===== src/hdl/tslc_pkg.sv =====
`default_nettype none

package tslc_pkg;

  localparam int ENTRIES    = 16;
  localparam int KEY_BITS   = 64;
  localparam int STAMP_BITS = 32;
  localparam int IDX_BITS   = $clog2(ENTRIES);

  localparam int KEY_W  = 64;
  localparam int SIZE_W = 16;
  localparam int SLOT_W = 4;

  localparam logic CMD_TICK   = 1'b0;
  localparam logic CMD_LOOKUP = 1'b1;

  typedef enum logic [1:0] {
    WR_NONE,
    WR_TOUCH,
    WR_FILL,
    WR_DROP
  } wr_op_t;

  // search record that walks down the row of cells, one cell a cycle
  typedef struct packed {
    logic                  live;
    logic                  match;
    logic [IDX_BITS-1:0]   match_idx;
    logic [SIZE_W-1:0]     match_w;
    logic [SIZE_W-1:0]     match_h;
    logic                  free;
    logic [IDX_BITS-1:0]   free_idx;
    logic [STAMP_BITS-1:0] best_stamp;
    logic [IDX_BITS-1:0]   best_idx;
  } scan_rec_t;

  // update broadcast to all cells once the record leaves the last cell
  typedef struct packed {
    wr_op_t                op;
    logic [IDX_BITS-1:0]   idx;
    logic [KEY_BITS-1:0]   key;
    logic [STAMP_BITS-1:0] stamp;
    logic [SIZE_W-1:0]     w;
    logic [SIZE_W-1:0]     h;
  } wr_cmd_t;

  typedef struct packed {
    logic              hit;
    logic              ok;
    logic [SLOT_W-1:0] slot;
    logic [SIZE_W-1:0] w;
    logic [SIZE_W-1:0] h;
  } res_t;

  function automatic logic [SLOT_W-1:0] to_slot(input logic [IDX_BITS-1:0] idx);
    logic [IDX_BITS+SLOT_W-1:0] ext;
    ext = {{SLOT_W{1'b0}}, idx};
    return ext[SLOT_W-1:0];
  endfunction

endpackage

`default_nettype wire


===== src/hdl/tslc_cell.sv =====
`default_nettype none

module tslc_cell (
  input  wire logic                              clk,
  input  wire logic                              rst_n,
  input  wire logic [tslc_pkg::IDX_BITS-1:0]     cell_idx,
  input  wire logic [tslc_pkg::KEY_BITS-1:0]     req_key,
  input  wire tslc_pkg::scan_rec_t               rec_i,
  input  wire tslc_pkg::wr_cmd_t                 wr,
  output tslc_pkg::scan_rec_t                    rec_o
);

  logic                            valid_r;
  logic [tslc_pkg::KEY_BITS-1:0]   key_r;
  logic [tslc_pkg::STAMP_BITS-1:0] stamp_r;
  logic [tslc_pkg::SIZE_W-1:0]     w_r;
  logic [tslc_pkg::SIZE_W-1:0]     h_r;
  tslc_pkg::scan_rec_t             rec_r;
  tslc_pkg::scan_rec_t             rec_nxt;

  always_comb begin
    rec_nxt = rec_i;
    if (rec_i.live) begin
      // first valid match wins
      if (valid_r && key_r == req_key && !rec_i.match) begin
        rec_nxt.match     = 1'b1;
        rec_nxt.match_idx = cell_idx;
        rec_nxt.match_w   = w_r;
        rec_nxt.match_h   = h_r;
      end
      if (!valid_r && !rec_i.free) begin
        rec_nxt.free     = 1'b1;
        rec_nxt.free_idx = cell_idx;
      end
      // strict compare keeps the lowest index on a tie
      if (cell_idx == '0 || stamp_r < rec_i.best_stamp) begin
        rec_nxt.best_stamp = stamp_r;
        rec_nxt.best_idx   = cell_idx;
      end
    end
  end

  always_ff @(posedge clk) begin
    if (!rst_n) begin
      valid_r <= 1'b0;
      stamp_r <= '0;
      rec_r   <= '0;
    end else begin
      rec_r <= rec_nxt;
      if (wr.idx == cell_idx) begin
        case (wr.op)
          tslc_pkg::WR_TOUCH: stamp_r <= wr.stamp;
          tslc_pkg::WR_FILL: begin
            valid_r <= 1'b1;
            stamp_r <= wr.stamp;
            key_r   <= wr.key;
            w_r     <= wr.w;
            h_r     <= wr.h;
          end
          tslc_pkg::WR_DROP: valid_r <= 1'b0;
          default: ;
        endcase
      end
    end
  end

  assign rec_o = rec_r;

endmodule

`default_nettype wire


===== config.mk =====
export PLATFORM = sky130hd
export DESIGN_NAME = tslc_cell
export DESIGN_NICKNAME = d
export VERILOG_FILES = /design/src/hdl/tslc_pkg.sv /design/src/hdl/tslc_cell.sv
export SDC_FILE = /design/constraint.sdc
export NUM_CORES = 1
export LEC_CHECK = 0
export BUFFER_PORTS_ARGS = -buffer_cell sky130_fd_sc_hd__buf_2
export CELL_PAD_IN_SITES_DETAIL_PLACEMENT = 0
export CELL_PAD_IN_SITES_GLOBAL_PLACEMENT = 1
export CORE_MARGIN = 5
export CORE_UTILIZATION = 40
export CTS_CLUSTER_SIZE = 40
export DETAILED_ROUTE_END_ITERATION = 10
export HOLD_SLACK_MARGIN = 0.06
export MAX_ROUTING_LAYER = met4
export PLACE_DENSITY_LB_ADDON = 0.1
export SYNTH_ARGS = -nofsm -noshare
export SYNTH_HDL_FRONTEND = slang
export SYNTH_SLANG_ARGS = --single-unit

===== constraint.sdc =====
create_clock -name clk -period 9.1 [get_ports clk]
set_input_delay 0.91 -clock clk [delete_from_list [all_inputs] [get_ports clk]]
set_output_delay 0.91 -clock clk [all_outputs]
set_load 0.02 [all_outputs]

==> flow_summary.rst, run 1 <==
.. list-table::
   :header-rows: 1

   * - Metric
     - Value
   * - Standard-cell row count
     - 55
   * - Total power draw
     - ~2100 uW
   * - Data required time at the worst endpoint
     - ~9.5 ns
   * - Start-to-end type of the worst setup path
     - input pin to register
   * - Maximum number of pins on one net before global-route repair
     - 76
   * - Remaining DRCs
     - 0
   * - Setup repair after global routing missed its margin
     - false
   * - Hold violation count in the final report
     - 0
   * - Slowest-stage cell, CP
     - nor4_1
   * - Combinational family with the most area after synthesis
     - simple AND/OR/NAND/NOR gates
   * - Register clock-pin slew on the reported worst setup and hold paths
     - 0.05 ns
   * - Area fraction in compound gates after synthesis
     - 0.1182
   * - Seq/Total Area, Yosys
     - 0.5586
   * - Number of synthesized register bits
     - between 200 and 250
   * - Aggregate global routing overflow
     - 0
   * - Cell with the most instances after synthesis
     - nand2_1
   * - Fin util
     - 0.5231
   * - Power per unit of standard cell area
     - 176.9 mW/mm^2
   * - Result of the run
     - completed
   * - Part of the cycle the worst path needs
     - 0.3544
   * - Die Span Y
     - about 160 microns
   * - Synthesized area
     - roughly 0.0092 sq mm
   * - Endpoint, Worst Hold
     - stamp_r[21]
   * - Area share of and/or/nand/nor cells after synthesis
     - 0.1339
   * - Netlist cell types
     - 47
   * - Startpoint of the worst register-to-register path
     - key_r[39]
   * - R2R cell count
     - 6
   * - Worst vdd ir
     - approximately 0.14 mV
   * - Worst path buffer plus inverter count
     - 2
   * - Number of resized instances in the post-cts repair step
     - 0
   * - Root buffer cell
     - clkbuf_16
   * - Tightest Pin Transition
     - about 1.2 ns
   * - Std-Cell Core Area
     - ~0.023 sq mm
   * - Post-Synthesis Cells
     - a little over 800
   * - Post-synth ARST share
     - 0
   * - Biggest area contributors in the synthesized netlist
     - edfxtp_1 (31%), dfxtp_1 (24%), nand2_1 (6.0%)
   * - Full die area
     - roughly 0.026 sq mm
   * - Startpoint of the lowest-slack hold path
     - stamp_r[21]
   * - Critical path cell sequence
     - buf_2, nor4_1, nor4_1, a22oi_1, o211ai_1, a211oi_4, buf_4, mux2i_1
   * - Half-perimeter wire length after detailed placement
     - roughly 20000 microns
   * - Leading cell types by count after synthesis
     - nand2_1 (146), dfxtp_1 (112), edfxtp_1 (96)
   * - Final setup violation count
     - 0
   * - Launching element type of the critical path
     - input pin
   * - Number of nets with antenna violations after routing
     - 0
   * - Clock latency of the later-clocked register in the worst-skew pair
     - about 0.52 ns
   * - Number of cells on the worst hold path
     - 2
   * - Post-synthesis xor/xnor area fraction
     - 0.04678
   * - Number of nets in the final layout
     - between 1000 and 1500
   * - Starting density of the core
     - 0.4052
   * - Leakage component of the power
     - 0.005093 uW
   * - Via-per-instance ratio
     - ~5
   * - Clock Sink Count
     - roughly 210
   * - Area share of the largest cell type after synthesis
     - 0.3142
   * - RePlAce Congestion
     - ~0.80
   * - Drt wl/cell
     - 18.54 microns
   * - Fraction of final layout cells with drive strength greater than 1
     - 0.3734
   * - Count of vias placed by the detailed router
     - around 7300
   * - Relative slew margins
     - 0.2210
   * - Number of warning messages in the yosys log
     - 0
   * - Kind of cell with the highest combined delay on the critical path
     - compound AO/OA/AOI/OAI gates
   * - CTS tree
     - yes
   * - Crit path DAT
     - 3.65 ns
   * - Synthesized-area fraction occupied by adder cells
     - 0.04501
   * - Fin Clk Skew
     - roughly 0.020 ns
   * - Number of violations reported at the end of detailed-routing iteration 0
     - 387
   * - Worst flop-to-flop path endpoint
     - rec_o[76]
   * - Layout overhead on the synthesized area
     - 29.09%
   * - GRT Overall Usage
     - 0.2092
   * - Final period demand of the worst path
     - roughly 3.2 ns
   * - Mapped Nets
     - between 1000 and 1500
   * - IO Port Bufs
     - ~360
   * - Highest net fanout along the worst path
     - 26
   * - Number of max-cap violations
     - 0
   * - Area leader, netlist
     - edfxtp_1
   * - Mux share of post-synthesis cell area
     - 0.04364
   * - Via count of the first global-routing pass
     - around 7600
   * - Cell mode on critical path
     - nor4_1
   * - Final Max Slew Viols
     - 0
   * - Count of hold buffers inserted by post-cts repair
     - 0
   * - Level count of the clock H-tree
     - 1
   * - DIE WIDTH
     - 161.4 microns
   * - Primary flip-flop cell chosen by synthesis mapping
     - dfxtp_1
   * - Post-Route WL
     - 27570 microns
   * - EDFF count, synth
     - 96
   * - Number of placed I/O pins
     - ~360
   * - Final-layout worst hold slack
     - about 0.47 ns
   * - Maximum cell stage delay along the critical path
     - 0.62 ns
   * - Kind of capture point of the worst setup path
     - register
   * - Min-Delay Path Class
     - register to register
   * - FILL cells
     - between 2000 and 2500
   * - F_max
     - 310.1 MHz
   * - First-pass DRT Iterations
     - 5
   * - Number of antenna violations at the first check in global routing
     - 12
   * - Sum Neg Setup Slack
     - 0 ns
   * - Global-route wire length before repair
     - 41640 microns
   * - Setup bufs post-CTS
     - 0
   * - Clock buffer depth
     - 3
   * - Worst reg2reg setup slack
     - ~6.2 ns
   * - Post-Syn Area per Cell
     - approximately 11 sq um
   * - Cts bufs inserted
     - 24
==> placed cells by master (no fill, tap or decap), types with 3 or more instances in the layout <==
master,synthesis,final
xor2_1,16,16
nand2_1,146,146
o31ai_2,30,30
xnor2_1,33,33
nand3_1,3,3
nor4_1,9,9
buf_4,2,10
inv_1,42,41
a21oi_1,88,88
ha_1,33,33
mux2i_1,40,40
nor2_1,7,7
diode_2,0,13
clkinv_2,0,3
clkinv_1,2,3
nand4_1,50,50
clkbuf_1,26,14
edfxtp_1,96,96
nand2b_1,16,16
nor2b_1,7,6
o31ai_1,6,6
dfxtp_1,112,112
inv_2,2,3
clkbuf_16,0,25
buf_2,7,361
o21ai_0,4,4
o2111ai_1,4,4
==> worst max-delay path by stage <==
stage / start / to / slack, ns / cells past startpoint
2_1_floorplan: cell_idx[1] / h_r[0] / 4.73 / 3
3_3_place_gp: cell_idx[3] / rec_o[7] / 5.31 / 8
3_5_place_dp: cell_idx[3] / rec_o[0] / 5.28 / 8
4_1_cts: cell_idx[3] / rec_o[0] / 5.81 / 8
5_1_grt: cell_idx[3] / rec_o[0] / 5.69 / 8
6_report: cell_idx[2] / rec_o[0] / 5.87 / 8
==> flip-flops by register name, summed over array words and instances (netlist names) <==
name	count
rec_o	79
key_r	64
stamp_r	32
h_r	16
w_r	16
valid_r	1
==> metal layers <==
metal  GRT usage  part of all wire  vias to the layer above
li1            -                 -                     3640
met1      0.2449              0.40                     3369
met2      0.3504              0.49                      258
met3     0.06532             0.087                       44
met4     0.05622             0.023                        0
met5           -                 0                        -
==> metrics by stage <==
step	instance area [sq um]	setup slack (ns)	std cells
global route	11840	5.687	1486
CTS	11810	5.809	1474
global placement	11110	5.308	1431
floorplan	9174	4.733	823
finish	11840	5.875	1487
detailed placement	11110	5.284	1431
==> layout make-up <==
type	instances	area, sq um	area share
diodes	13	32.53	0.002747
clock buffers	39	678.2	0.05726
clock inverters	4	18.77	0.001585
inverters	46	172.7	0.01458
multi-input cells	521	3577	0.3021
flip-flops and latches	208	5125	0.4328
well taps	285	356.6	0.03011
repair buffers	371	1882	0.1589
==> logic make-up after synthesis <==
kind of cell             after synthesis
flip-flops                           208
multiplexers                          40
AND/OR/NAND/NOR                      251
buffers and inverters                 94
XOR/XNOR                              49
AO/OA/AOI/OAI                        148
adder cells (fa/ha/maj)               33
==> power by group <==
part	total [uW]	internal, uW	switching [uW]
combinational	214	95.7	119
sequential	1010	1000	8.73
clock	868	506	363
total	2090	1610	490
==> worst min-delay path, cell delays in order (launching register included) <==
cell and delay, ns:
dfxtp_1 0.32, nand2_1 0.06, a21oi_1 0.05
Power figures use the tool's default switching activity.
==> run 2, diff against run 1 <==
ABC_AREA = 1   (was not set)
CORE_UTILIZATION = 32   (was 40)
clock period = 2.6 ns   (was 9.1 ns; I/O delays follow)
==> flow_summary.rst, run 2 <==
.. list-table::
   :header-rows: 1

   * - Metric
     - Value
   * - Full die area
     - 0.03422 sq mm (+31%)
   * - Final Max Slew Viols
     - 0 (unchanged)
   * - Sum Neg Setup Slack
     - 0 ns (unchanged)
   * - Die Span Y
     - 185.0 microns (+15%)
   * - Routing usage on met3
     - 0.04203 (-0.02330)
   * - CTS tree
     - yes
   * - Number of violations reported at the end of detailed-routing iteration 0
     - 372 (-3.9%)
   * - Cell with the most instances after synthesis
     - nand2_1
   * - Storage element area
     - 0.005125 sq mm (unchanged)
   * - Global-route wire length before repair
     - 51450 microns (+24%)
   * - Area leader, netlist
     - edfxtp_1
   * - Fraction of final layout cells with drive strength greater than 1
     - 0.2531 (-0.1203)
   * - Power per unit of standard cell area
     - 563.3 mW/mm^2 (+220%)
   * - Highest net fanout along the worst path
     - 30 (+15%)
   * - Tightest Pin Transition
     - 0.8161 ns (-0.3453 ns)
   * - Part of the power in combinational logic
     - 0.139 (+0.037)
   * - Netlist cell types
     - 35 (-26%)
   * - Hold violation count in the final report
     - 0 (unchanged)
   * - Drt wl/cell
     - 15.50 microns (-16%)
   * - Mapped Nets
     - 1510 (+33%)
   * - Post-Route WL
     - 33910 microns (+23%)
   * - Clock share of power
     - 0.438 (+0.024)
   * - Clock buffer depth
     - 3 (unchanged)
   * - Synthesized area
     - 0.009799 sq mm (+6.8%)
   * - Layer with the highest usage
     - met2
   * - Number of antenna violations at the first check in global routing
     - 8 (-4)
   * - Standard-cell row count
     - 64 (+16%)
   * - Number of max-cap violations
     - 0 (unchanged)
   * - Biggest area contributors in the synthesized netlist
     - edfxtp_1 (29%), dfxtp_1 (23%), nand2_1 (10%)
   * - Part of the cycle the worst path needs
     - 0.8319
   * - Internal Dissipation
     - 6396 uW (+300%)
   * - Level count of the clock H-tree
     - 1 (unchanged)
   * - Result of the run
     - completed
   * - Worst vdd ir
     - 0.4091 mV (+200%)
   * - Fin Clk Skew
     - 0.01588 ns (-0.004286 ns)
   * - Switching Fraction
     - 0.2428 (+0.008960)
   * - Number of nets with antenna violations after routing
     - 0 (unchanged)
   * - Filler-free cell count of the finished design
     - 2188 (+47%)
   * - Setup bufs post-CTS
     - 0 (unchanged)
   * - Kind of cell with the highest combined delay on the critical path
     - buffers and inverters
   * - GR Layer Usage met2
     - 0.3247 (-0.02568)
   * - Half-perimeter wire length after detailed placement
     - 24850 microns (+23%)
   * - DIE WIDTH
     - 185.0 microns (+15%)
   * - RePlAce Congestion
     - 0.8455 (+5.8%)
   * - Post-synth ARST share
     - 0 (unchanged)
   * - Register clock-pin slew on the reported worst setup and hold paths
     - 0.06 ns (about the same)
   * - Clock Sink Count
     - 208 (unchanged)
   * - Seq/Total Area, Yosys
     - 0.5230 (-0.03566)
   * - Total power draw
     - 8446 uW (+300%)
   * - First-pass DRT Iterations
     - 6 (+1)
   * - EDFF count, synth
     - 96 (unchanged)
   * - Number of synthesized register bits
     - 208 (unchanged)
   * - Starting density of the core
     - 0.3220 (-0.08316)
   * - Via count of the first global-routing pass
     - 9531 (+26%)
   * - Worst path buffer plus inverter count
     - 4 (+2)
   * - Post-Syn Area per Cell
     - 8.207 sq um (-26%)
   * - Critical path cell sequence
     - dlygate4sd3_1, buf_2, inv_1, ha_1, a21oi_1, o21ai_0, nand2_1, nand3_1, a21oi_1, nand2_1, nand2_2, buf_4, nand3_1, nand2_1, nor2_1
   * - Share of total power in sequential cells
     - 0.423 (-0.060)
   * - Aggregate global routing overflow
     - 0 (unchanged)
   * - Maximum cell stage delay along the critical path
     - 0.51 ns (-0.11 ns)
   * - Leakage component of the power
     - 0.007517 uW (+48%)
   * - Area share of the largest cell type after synthesis
     - 0.2942 (-0.02006)
   * - Maximum number of pins on one net before global-route repair
     - 111 (+46%)
   * - Root buffer cell
     - clkbuf_16
   * - Setup repair after global routing missed its margin
     - false
   * - Kind of capture point of the worst setup path
     - register
   * - Number of nets in the final layout
     - 2078 (+40%)
   * - Number of warning messages in the yosys log
     - 0 (unchanged)
   * - Area of combinational cells with multiple inputs
     - 0.003697 sq mm (+3.4%)
   * - Most common cell after layout, fill and taps aside
     - buf_2
   * - Data required time at the worst endpoint
     - 3.01 ns (-6.51 ns)
   * - GR Layer Usage met1
     - 0.2463 (+0.001412)
   * - Fin util
     - 0.4928 (-0.03031)
   * - FILL cells
     - 3030 (+43%)
   * - Leading cell types by count after synthesis
     - nand2_1 (267), inv_1 (190), nor2_1 (163)
   * - Relative slew margins
     - 0.4559 (+0.2350)
   * - Switching power total
     - 2051 uW (+320%)
   * - Remaining DRCs
     - 0 (unchanged)
   * - Min-Delay Path Class
     - input pin to register
   * - Layout overhead on the synthesized area
     - 53.01%
   * - Count of vias placed by the detailed router
     - 9491 (+30%)
   * - IO Port Bufs
     - 361 (unchanged)
   * - Final period demand of the worst path
     - ~2.2 ns
   * - GRT Overall Usage
     - 0.1971 (-0.01215)
   * - Primary flip-flop cell chosen by synthesis mapping
     - dfxtp_1
   * - Cts bufs inserted
     - 26 (+8.3%)
   * - Start-to-end type of the worst setup path
     - input pin to register
   * - Cell mode on critical path
     - nand2_1
   * - Clock latency of the later-clocked register in the worst-skew pair
     - 0.53 ns (about the same)
   * - Std-Cell Core Area
     - 0.03043 sq mm (+34%)
   * - Slowest-stage cell, CP
     - dlygate4sd3_1
   * - Final setup violation count
     - 0 (unchanged)
   * - Largest register FFs
     - 79 (unchanged)
   * - Highest-count cells in the layout ignoring fill and taps
     - buf_2 (360), nand2_1 (267), dlygate4sd3_1 (209)
   * - Post-Synthesis Cells
     - 1194 (+45%)
   * - Launching element type of the critical path
     - input pin
   * - # placed instances
     - 1921 (+34%)
   * - F_max
     - between 400 and 500 MHz
   * - Crit path DAT
     - 2.58 ns (-1.07 ns)
   * - Via-per-instance ratio
     - 4.338 (-12%)
   * - Number of placed I/O pins
     - 362 (unchanged)
-- run 2: cells by family (layout without fill, tap and decap cells) --
| kind of cell | after synthesis | in the layout | share of synthesized area |
|---|---|---|---|
| adder cells (fa/ha/maj) | 33 | 33 | 0.04214 |
| other | 0 | 10 | 0 |
| XOR/XNOR | 21 | 21 | 0.01954 |
| flip-flops | 208 | 208 | 0.5230 |
| buffers and inverters | 235 | 823 | 0.1009 |
| AND/OR/NAND/NOR | 553 | 553 | 0.2400 |
| AO/OA/AOI/OAI | 144 | 144 | 0.07444 |
-- run 2: metrics by stage --
stage	setup slack (ns)	instance area [sq um]	hold WS, ns
finish	0.4370	14990	0.09270
global route	0.2097	14990	0.08688
CTS	0.4013	14970	0.07615
detailed placement	0.4289	12000	0.4381
global placement	0.4374	12000	0.4369
floorplan	-0.7531	9811	0.3589
-- run 2: timing repair --
action,CTS,global route
hold endpoints to repair,206,0
resized for setup,0,0
hold buffers,209,0
-- run 2: final cells by class --
class | instances | share of cell area
Multi-Input combinational cell | 751 | 0.2466
Inverter | 195 | 0.04882
Antenna cell | 10 | 0.001669
Clock inverter | 13 | 0.009596
Sequential cell | 208 | 0.3418
Tap cell | 396 | 0.03304
Clock buffer | 35 | 0.04915
Timing Repair Buffer | 580 | 0.2694
-- run 2: power by group through the flow --
stage / clock network, uW / registers [uW] / logic [uW]
5_1_grt: 3970 / 3580 / 1310
4_1_cts: 3830 / 3570 / 1190
6_report: 3700 / 3570 / 1170
2_1_floorplan: 0 / 3740 / 389
3_5_place_dp: 0 / 3640 / 931
3_3_place_gp: 0 / 3640 / 927
-- run 2: final timing paths --
kind,from,end,slack [ns],depth (start not counted)
setup / recovery,rec_i[31],rec_o[3],0.44,15
hold / removal,cell_idx[0],rec_o[73],0.09,3
setup reg to reg,key_r[43],rec_o[58],0.50,11
hold reg to reg,w_r[3],rec_o[60],0.47,2
-- run 2: worst reg2reg max path, stage by stage, from the launching register on --
cell	delay [ns]
edfxtp_1	0.42
nand2_1	0.15
nand2_1	0.07
nor2_1	0.19
nand4_1	0.15
nor2_1	0.15
nand2_1	0.06
nor2_1	0.22
nand4_4	0.12
buf_4	0.26
nor2_1	0.14
nor2_1	0.06
-- run 2: per-layer routing --
layer,vias to the layer above,wire (microns)
li1,4927,-
met1,4208,14650
met2,298,16070
met3,58,2339
met4,0,842
met5,-,0
==> run 3, diff against run 2 <==
CORE_UTILIZATION = 36   (was 32)
clock period = 2.25 ns   (was 2.6 ns; I/O delays follow)
==> flow_summary.rst, run 3 (synthesis gave the netlist of run 2 again) <==
.. list-table::
   :header-rows: 1

   * - Metric
     - Value
   * - Setup bufs post-CTS
     - 0 (unchanged)
   * - Die Span Y
     - 175.0 microns (-5.4%)
   * - Maximum number of pins on one net before global-route repair
     - 111 (unchanged)
   * - Clock buffer depth
     - 3 (unchanged)
   * - Switching power total
     - 2361 uW (+15%)
   * - Final setup violation count
     - 0 (unchanged)
   * - Level count of the clock H-tree
     - 1 (unchanged)
   * - Part of the cycle the worst path needs
     - 0.9196
   * - Global-route wire length before repair
     - 50910 microns (-1.1%)
   * - Number of nets with antenna violations after routing
     - 0 (unchanged)
   * - Drt wl/cell
     - 15.62 microns (+0.80%)
   * - Final-layout worst hold slack
     - 0.08827 ns (-0.004435 ns)
   * - Relative slew margins
     - 0.4568 (+0.0008790)
   * - Starting density of the core
     - 0.3646 (+0.04258)
   * - Full die area
     - 0.03062 sq mm (-11%)
   * - Number of antenna violations at the first check in global routing
     - 4 (-4)
   * - F_max
     - just under 500 MHz
   * - Worst vdd ir
     - 0.5718 mV (+40%)
   * - Fin Clk Skew
     - 0.01234 ns (-0.003542 ns)
   * - Clock Sink Count
     - 208 (unchanged)
   * - Std-Cell Core Area
     - 0.02688 sq mm (-12%)
   * - Result of the run
     - completed
   * - Via count of the first global-routing pass
     - 9829 (+3.1%)
   * - Min-Delay Path Class
     - input pin to register
   * - Fraction of final layout cells with drive strength greater than 1
     - 0.2539 (+0.0008286)
   * - Part of the power in combinational logic
     - 0.144 (+0.005)
   * - Tightest Pin Transition
     - 0.8148 ns (-0.001318 ns)
   * - Via-per-instance ratio
     - 4.484 (+3.4%)
   * - Count of vias placed by the detailed router
     - 9564 (+0.77%)
   * - GRT Overall Usage
     - 0.2140 (+0.01692)
   * - Share of total power in sequential cells
     - 0.432 (+0.009)
   * - First-pass DRT Iterations
     - 5 (-1)
   * - Clock latency of the later-clocked register in the worst-skew pair
     - 0.52 ns (about the same)
   * - RePlAce Congestion
     - 0.8252 (-2.4%)
   * - Layout overhead on the synthesized area
     - 52.83%
   * - Register clock-pin slew on the reported worst setup and hold paths
     - 0.06 ns (about the same)
   * - Half-perimeter wire length after detailed placement
     - 24260 microns (-2.3%)
   * - Number of nets in the final layout
     - 2085 (+0.34%)
   * - Number of cells on the worst hold path
     - 3 (unchanged)
   * - Start-to-end type of the worst setup path
     - input pin to register
   * - GR Layer Usage met2
     - 0.3653 (+0.04055)
   * - Hold violation count in the final report
     - 0 (unchanged)
   * - Worst slack at placement
     - 0.2209 ns (-0.2080 ns)
   * - Final period demand of the worst path
     - approximately 2.1 ns
   * - Largest register FFs
     - 79 (unchanged)
   * - Number of violations reported at the end of detailed-routing iteration 0
     - 347 (-6.7%)
   * - DIE WIDTH
     - 175.0 microns (-5.4%)
   * - Highest net fanout along the worst path
     - 20 (-33%)
   * - Internal Dissipation
     - 7179 uW (+12%)
   * - Launching element type of the critical path
     - input pin
   * - Final Max Slew Viols
     - 0 (unchanged)
   * - R2R cell count
     - 14 (+3)
   * - Routing usage on met3
     - 0.03721 (-0.004813)
   * - Clock share of power
     - 0.424 (-0.014)
   * - Standard-cell row count
     - 60 (-6.3%)
   * - Switching Fraction
     - 0.2475 (+0.004670)
   * - Post-Route WL
     - 33320 microns (-1.7%)
   * - Layer with the highest usage
     - met2
   * - Data required time at the worst endpoint
     - 2.66 ns (-0.35 ns)
   * - GR Layer Usage met1
     - 0.2588 (+0.01245)
   * - FILL cells
     - 2517 (-17%)
   * - Highest-count cells in the layout ignoring fill and taps
     - buf_2 (360), nand2_1 (267), dlygate4sd3_1 (213)
   * - Number of placed I/O pins
     - 362 (unchanged)
   * - Setup repair after global routing missed its margin
     - true
   * - IO Port Bufs
     - 361 (unchanged)
   * - Total placed instance area
     - 0.01196 sq mm (-0.34%)
   * - CTS tree
     - yes
   * - Leakage component of the power
     - 0.007548 uW (+0.41%)
   * - Post-route standard cell area excluding fillers
     - 0.01498 sq mm (-0.12%)
   * - Crit path DAT
     - 2.48 ns (-0.10 ns)
   * - Cts bufs inserted
     - 25 (-3.8%)
   * - Post-route setup slack
     - 0.1809 ns (-0.2561 ns)
   * - Most common cell after layout, fill and taps aside
     - buf_2
   * - Number of max-cap violations
     - 0 (unchanged)
   * - Kind of capture point of the worst setup path
     - register
   * - Remaining DRCs
     - 0 (unchanged)
   * - Power per unit of standard cell area
     - 637.0 mW/mm^2 (+13%)
   * - Root buffer cell
     - clkbuf_16
   * - Aggregate global routing overflow
     - 0 (unchanged)
-- run 3: layer usage --
metal,share of wire,wire length (microns),vias up
li1,-,-,4938
met1,0.43,14370,4283
met2,0.48,15990,280
met3,0.054,1815,63
met4,0.034,1147,0
met5,0,0,-
-- run 3: cell type report --
class | count | area [sq um] | share of cell area
diodes | 4 | 10.01 | 0.0006683
clock buffers | 33 | 695.7 | 0.04645
clock inverters | 13 | 128.9 | 0.008605
inverters | 195 | 732.0 | 0.04887
multi-input cells | 751 | 3702 | 0.2472
flip-flops and latches | 208 | 5125 | 0.3422
well taps | 341 | 426.7 | 0.02849
repair buffers | 588 | 4156 | 0.2775
-- run 3: worst max-delay path, stage by stage --
cell,delay [ns]
dlygate4sd3_1,0.53
buf_2,0.11
inv_1,0.04
ha_1,0.29
a21oi_1,0.14
nor2_1,0.05
nor3_1,0.16
nand2_1,0.09
nand2_1,0.06
nand2_1,0.07
nand2_1,0.07
nand2_1,0.08
nand2_4,0.14
clkbuf_16,0.22
nand3_1,0.08
nand2_1,0.09
nor2_1,0.04
-- run 3: timing repair --
action | in CTS | in global routing
setup endpoints to repair | 0 | 2
gates resized for setup | 0 | 1
endpoints found under the hold margin | 207 | 0
hold buffers | 213 | 0
-- run 3: path summary, 6_finish.rpt --
path	from	end	slack [ns]
max	rec_i[9]	rec_o[12]	0.18
min	rec_i[77]	rec_o[77]	0.09
max reg2reg	stamp_r[5]	rec_o[12]	0.25
min reg2reg	h_r[12]	rec_o[53]	0.47
-- run 3: power groups by stage --
| stage | clock network [uW] | logic, uW | registers (uW) |
|---|---|---|---|
| CTS | 4160 | 1370 | 4130 |
| floorplan | 0 | 449 | 4320 |
| global placement | 0 | 1060 | 4210 |
| finish | 4040 | 1370 | 4130 |
| detailed placement | 0 | 1060 | 4210 |
| global route | 4310 | 1520 | 4140 |
-- run 3: metrics by stage --
step,std cells,utilization,TNS (ns),total power [uW]
2_1_floorplan,1194,-,-102.54,4767
3_3_place_gp,1868,0.4448,0,5266
3_5_place_dp,1868,0.4448,0,5270
4_1_cts,2127,0.5548,0,9654
5_1_grt,2133,0.5573,0,9972
6_report,2133,0.5573,0,9540
